--- config.mk ---
export PLATFORM = sky130hd
export DESIGN_NAME = pfbc_cfg_regs
export DESIGN_NICKNAME = d
export VERILOG_FILES = /design/src/rtl/pfbc_pkg.sv /design/src/rtl/pfbc_cfg_regs.sv
export SDC_FILE = /design/constraint.sdc
export NUM_CORES = 1
export LEC_CHECK = 0
export BUFFER_PORTS_ARGS = -buffer_cell sky130_fd_sc_hd__clkbuf_2
export CAP_MARGIN = 20
export CORE_MARGIN = 2
export CORE_UTILIZATION = 40
export DETAILED_ROUTE_END_ITERATION = 10
export GPL_TIMING_DRIVEN = 1
export PLACE_DENSITY = 0.68
export SLEW_MARGIN = 10
export SYNTH_ARGS = -nofsm -noshare
export SYNTH_HDL_FRONTEND = slang
export SYNTH_SLANG_ARGS = --single-unit
--- constraint.sdc ---
create_clock -name clk_i -period 0.92 [get_ports clk_i]
set_input_delay 0 -clock clk_i [delete_from_list [all_inputs] [get_ports clk_i]]
set_output_delay 0 -clock clk_i [all_outputs]
set_load 0.01 [all_outputs]
--- src/rtl/pfbc_pkg.sv ---
// shared types, constants and defaults of the page flush byte counter
package pfbc_pkg;

  localparam int unsigned PAGE_BYTES_DEF = 4 << 10;
  localparam int unsigned NUM_PAGES_DEF  = 1024;

  localparam int unsigned ADDR_W       = 64;
  localparam int unsigned SIZE_W       = 8;
  localparam int unsigned LEN_W        = 23;
  localparam int unsigned OFFSET_W     = 48;
  localparam int unsigned THR_W        = 16;
  localparam int unsigned CNT_W        = 17;
  localparam int unsigned FILE_PAGE_W  = 37;
  localparam int unsigned CFG_IDX_W    = 2;
  localparam int unsigned CFG_DATA_W   = 64;

  localparam logic [THR_W-1:0] THRESHOLD_RESET = 16'd194;
  localparam logic [CNT_W-1:0] CNT_MAX         = 17'd65790;

  typedef enum logic [CFG_IDX_W-1:0] {
    CFG_POOL_BASE      = 2'd0,
    CFG_POOL_LENGTH    = 2'd1,
    CFG_FILE_OFFSET    = 2'd2,
    CFG_SYNC_THRESHOLD = 2'd3
  } cfg_idx_e;

  typedef struct packed {
    logic [ADDR_W-1:0]   pool_base;
    logic [LEN_W-1:0]    pool_length;
    logic [OFFSET_W-1:0] file_offset;
    logic [THR_W-1:0]    sync_threshold;
  } cfg_t;

  typedef enum logic [1:0] {
    ST_CLEAR,
    ST_IDLE,
    ST_LOOK,
    ST_UPDATE
  } state_e;

endpackage

--- src/rtl/pfbc_cfg_regs.sv ---
// configuration register file, write only
module pfbc_cfg_regs
  import pfbc_pkg::*;
(
  input  logic                  clk_i,
  input  logic                  rst_ni,
  input  logic                  cfg_we_i,
  input  logic [CFG_IDX_W-1:0]  cfg_index_i,
  input  logic [CFG_DATA_W-1:0] cfg_data_i,
  output cfg_t                  cfg_o
);

  cfg_t cfg_q, cfg_d;

  always_comb begin
    cfg_d = cfg_q;
    if (cfg_we_i) begin
      unique case (cfg_idx_e'(cfg_index_i))
        CFG_POOL_BASE:      cfg_d.pool_base      = cfg_data_i;
        CFG_POOL_LENGTH:    cfg_d.pool_length    = cfg_data_i[LEN_W-1:0];
        CFG_FILE_OFFSET:    cfg_d.file_offset    = cfg_data_i[OFFSET_W-1:0];
        CFG_SYNC_THRESHOLD: cfg_d.sync_threshold = cfg_data_i[THR_W-1:0];
        default:            cfg_d = cfg_q;
      endcase
    end
  end

  always_ff @(posedge clk_i or negedge rst_ni) begin
    if (!rst_ni) begin
      cfg_q.pool_base      <= '0;
      cfg_q.pool_length    <= '0;
      cfg_q.file_offset    <= '0;
      cfg_q.sync_threshold <= THRESHOLD_RESET;
    end else begin
      cfg_q <= cfg_d;
    end
  end

  assign cfg_o = cfg_q;

endmodule

==> implementation parameters <==
Parameter                              Value

Run status
  Status    complete, but fails checks
  Violations in the final reports    negative setup slack

Setup path
  Worst Setup EP    cfg_o[1]
  Kind of capture point of the worst setup path    output pin
  Critical-path maximum fanout    2
  Critical path launch point type    register
  Class of the most critical setup path    reg -> out
  Worst stage delay on the critical path    550 ps
  Cells on worst reg2reg path    2
  CP Cell Sequence    buf_8
  Master of the slowest instance on the critical path    sky130_fd_sc_hd__dfstp_2
  WP data required    slightly above 900 ps
  RR Endpoint    cfg_o[113]$_DFFE_PN0P_
  Launch point of the critical path    cfg_o[1]$_DFFE_PN1P_
  Startpoint of the most critical register-to-register path    cfg_o[113]$_DFFE_PN0P_
  Total stage count of the critical path    1
  Cell family contributing the most delay on the critical path    flip-flops
  Crit path DAT    roughly 1100 ps
  Critical path buffer and inverter count    1
  Minimum setup slack among reg-to-reg paths    roughly 20 ps

Timing
  Max-slew violation count    0
  Maximum operating frequency    0.944 GHz
  Final setup violation count    58
  Relative slew margins    roughly 76%
  Hold slack    between 50 and 60 ps
  Setup repair after global routing missed its margin    yes
  Worst path setup slack after routing    -139 ps
  Clock period minus worst slack    1060 ps
  Number of hold violations in the final report    0
  Worst clock skew on the final layout    0 ps
  Ratio of final minimum period to clock period    115%
  Transition time at the pin with the least slew margin    360 ps

Global route
  Number of global-route vias before repair    about 4300
  Largest net degree at the start of global routing    35
  Initial antenna violation count    0
  All-Layer GR Usage    18.4%
  GRT Residual Overflow    0
  Global-route wire length before repair    21100 um

Placed design
  RePlAce Congestion    0.712
  Half-perimeter wire length after placement    9120 um
  Port Buf Inserts    219

Synth
  Synthesized flop and latch total    around 150
  Netlist cell types    10
  Cell area after technology mapping    around 5600 um^2
  Avg Cell Area, Syn    17.6 um^2
  Biggest area consumer among synthesized cells    sky130_fd_sc_hd__dfrtp_1
  Proportion of synthesized chip area in sequential cells    around 67%
  Synth warn    0
  Synthesized netlist net count    390
  Number of instances in the synthesized netlist    321
  Share of Yosys cell area claimed by the top area cell type    between 60% and 70%
  Ranking of synthesized cells by area    sky130_fd_sc_hd__dfrtp_1 66%, sky130_fd_sc_hd__mux2_2 18%, sky130_fd_sc_hd__mux2_1 12%

Finish
  Flip-flop count of the largest register after layout    about 150
  Antenna Diode Count    0
  Layout-stage area growth over the synthesis result    54.1%
  # nets final    709
  Fillcell total    1021
  Fraction of layout cells with a size suffix above 1    57.7%

Hold path
  Kind of path behind the tightest hold check    in -> async

Floorplanning
  Vertical die dimension    123 um
  Top-level port count    220
  Initial core utilization    40.8%
  Number of cell rows    43
  Std-Cell Core Area    13800 um^2
  Area enclosed by the die boundary    15100 um^2
  Overall die width    123 um

Drt
  Detailed-router iteration count before antenna repair    4
  Final routed DRC violation total    0
  Detailed-route wire length per cell    16.5 um
  Via count of the routed design    3886
  Antenna viol nets, final    0
  DRT iter0 DRCs    86
  Number of vias per cell after detailed routing    roughly 4.7
  Wirelength, routed    13700 um

Clock tree
  CTS root buffer    sky130_fd_sc_hd__clkbuf_16
  Clock latency on the worst-skew pair    410 ps
  # H-tree levels    4
  Clock tree from TritonCTS    done
  Clock edge transition at the registers on the reported setup and hold paths    roughly 60 ps
  Largest buffer count on any clock path    2
  Total CTS buffers    17
  Sink count of the clock tree    151

Power
  Worst ir drop on vdd    0.00129 V
  Cell leakage power    roughly 0.0042 uW
  Design Power    20300 uW
  Power density over the cells    2340 nW/um^2

Job
  Total of max-cap violations    0
-- logic make-up (layout without fill, tap and decap cells) --
family / Yosys count / count (layout) / share of synthesized area, %
buffers and inverters: 15 / 347 / 2.26
DFF: 151 / 151 / 67.0
muxes: 151 / 151 / 30.1
and+or+nand+nor: 4 / 4 / 0.576
-- cell type report --
type	count	area, um^2	share of cell area, %
sequential	151	3780	43.5
timing repair buffer	315	2300	26.5
multi-input combinational	155	1760	20.2
clock buffer	26	519	5.97
tap	180	225	2.59
clock inverter	6	111	1.28
-- cells in the final DEF, fill, tap and decap left out --
cell type	count
sky130_fd_sc_hd__nand3b_1	2
sky130_fd_sc_hd__buf_4	21
sky130_fd_sc_hd__buf_12	10
sky130_fd_sc_hd__clkbuf_16	17
sky130_fd_sc_hd__buf_2	2
sky130_fd_sc_hd__nor3b_4	1
sky130_fd_sc_hd__clkbuf_2	186
sky130_fd_sc_hd__clkinv_4	1
sky130_fd_sc_hd__mux2_1	58
sky130_fd_sc_hd__buf_8	1
sky130_fd_sc_hd__clkinv_2	1
sky130_fd_sc_hd__mux2_4	3
sky130_fd_sc_hd__buf_6	30
sky130_fd_sc_hd__bufinv_16	3
sky130_fd_sc_hd__clkbuf_1	3
sky130_fd_sc_hd__dfrtp_1	148
sky130_fd_sc_hd__nand3_2	1
sky130_fd_sc_hd__dfstp_2	3
sky130_fd_sc_hd__mux2_2	90
sky130_fd_sc_hd__clkinvlp_4	1
sky130_fd_sc_hd__clkbuf_8	6
sky130_fd_sc_hd__dlygate4sd3_1	65
-- power breakdown --
group / total (uW) / internal (uW) / switching (uW) / leakage (uW)
clock: 7230 / 4710 / 2530 / 0.000307
combinational: 4450 / 2490 / 1960 / 0.00210
sequential: 8640 / 7930 / 707 / 0.00178
-- synthesized netlist by cell type --
cell type and instances:
sky130_fd_sc_hd__mux2_1 61, sky130_fd_sc_hd__dfrtp_1 148, sky130_fd_sc_hd__mux2_2 90, sky130_fd_sc_hd__buf_2 6, sky130_fd_sc_hd__nand3_2 1, sky130_fd_sc_hd__dfstp_2 3
sky130_fd_sc_hd__buf_4 1, sky130_fd_sc_hd__buf_6 8, sky130_fd_sc_hd__nand3b_1 2, sky130_fd_sc_hd__nor3b_1 1
-- metal layers --
layer | share of wire, % | GRT usage [%] | up-vias
li1 | - | - | 1772
met1 | 39 | 21.6 | 1953
met2 | 51 | 30.4 | 143
met3 | 8.2 | 7.90 | 18
met4 | 1.6 | 6.18 | 0
met5 | 0 | 0 | -
-- what timing repair did --
item                                   CTS  global route
gates resized for setup                  1            72
setup endpoints to repair              151           153
hold buffers                            65             0
endpoints found under the hold margin  302             0
setup buffers                           11             2
-- stage by stage --
step / utilization [%] / instance area (um^2) / std cells / setup TNS [ps] / worst slack, ps
2_1_floorplan: - / 5650 / 321 / 0 / 0.621
3_3_place_gp: 51.5 / 7110 / 723 / -26470 / -249
3_5_place_dp: 51.5 / 7110 / 723 / -31540 / -294
4_1_cts: 61.4 / 8490 / 831 / -2990 / -173
5_1_grt: 62.9 / 8700 / 833 / -6850 / -180
6_report: 62.9 / 8700 / 833 / -786 / -139
-- how the worst min path moves through the flow --
stage	startpoint	slack [ps]	endpoint
final	rst_ni	50	cfg_o[70]$_DFFE_PN0P_
after detailed placement	rst_ni	-80	cfg_o[146]$_DFFE_PN0P_
after floorplan	rst_ni	-300	cfg_o[0]$_DFFE_PN0P_
after CTS	rst_ni	40	cfg_o[70]$_DFFE_PN0P_
after global routing	rst_ni	60	cfg_o[146]$_DFFE_PN0P_
after global placement	rst_ni	-80	cfg_o[146]$_DFFE_PN0P_
Note: power is estimated with default switching activity, not from simulation.
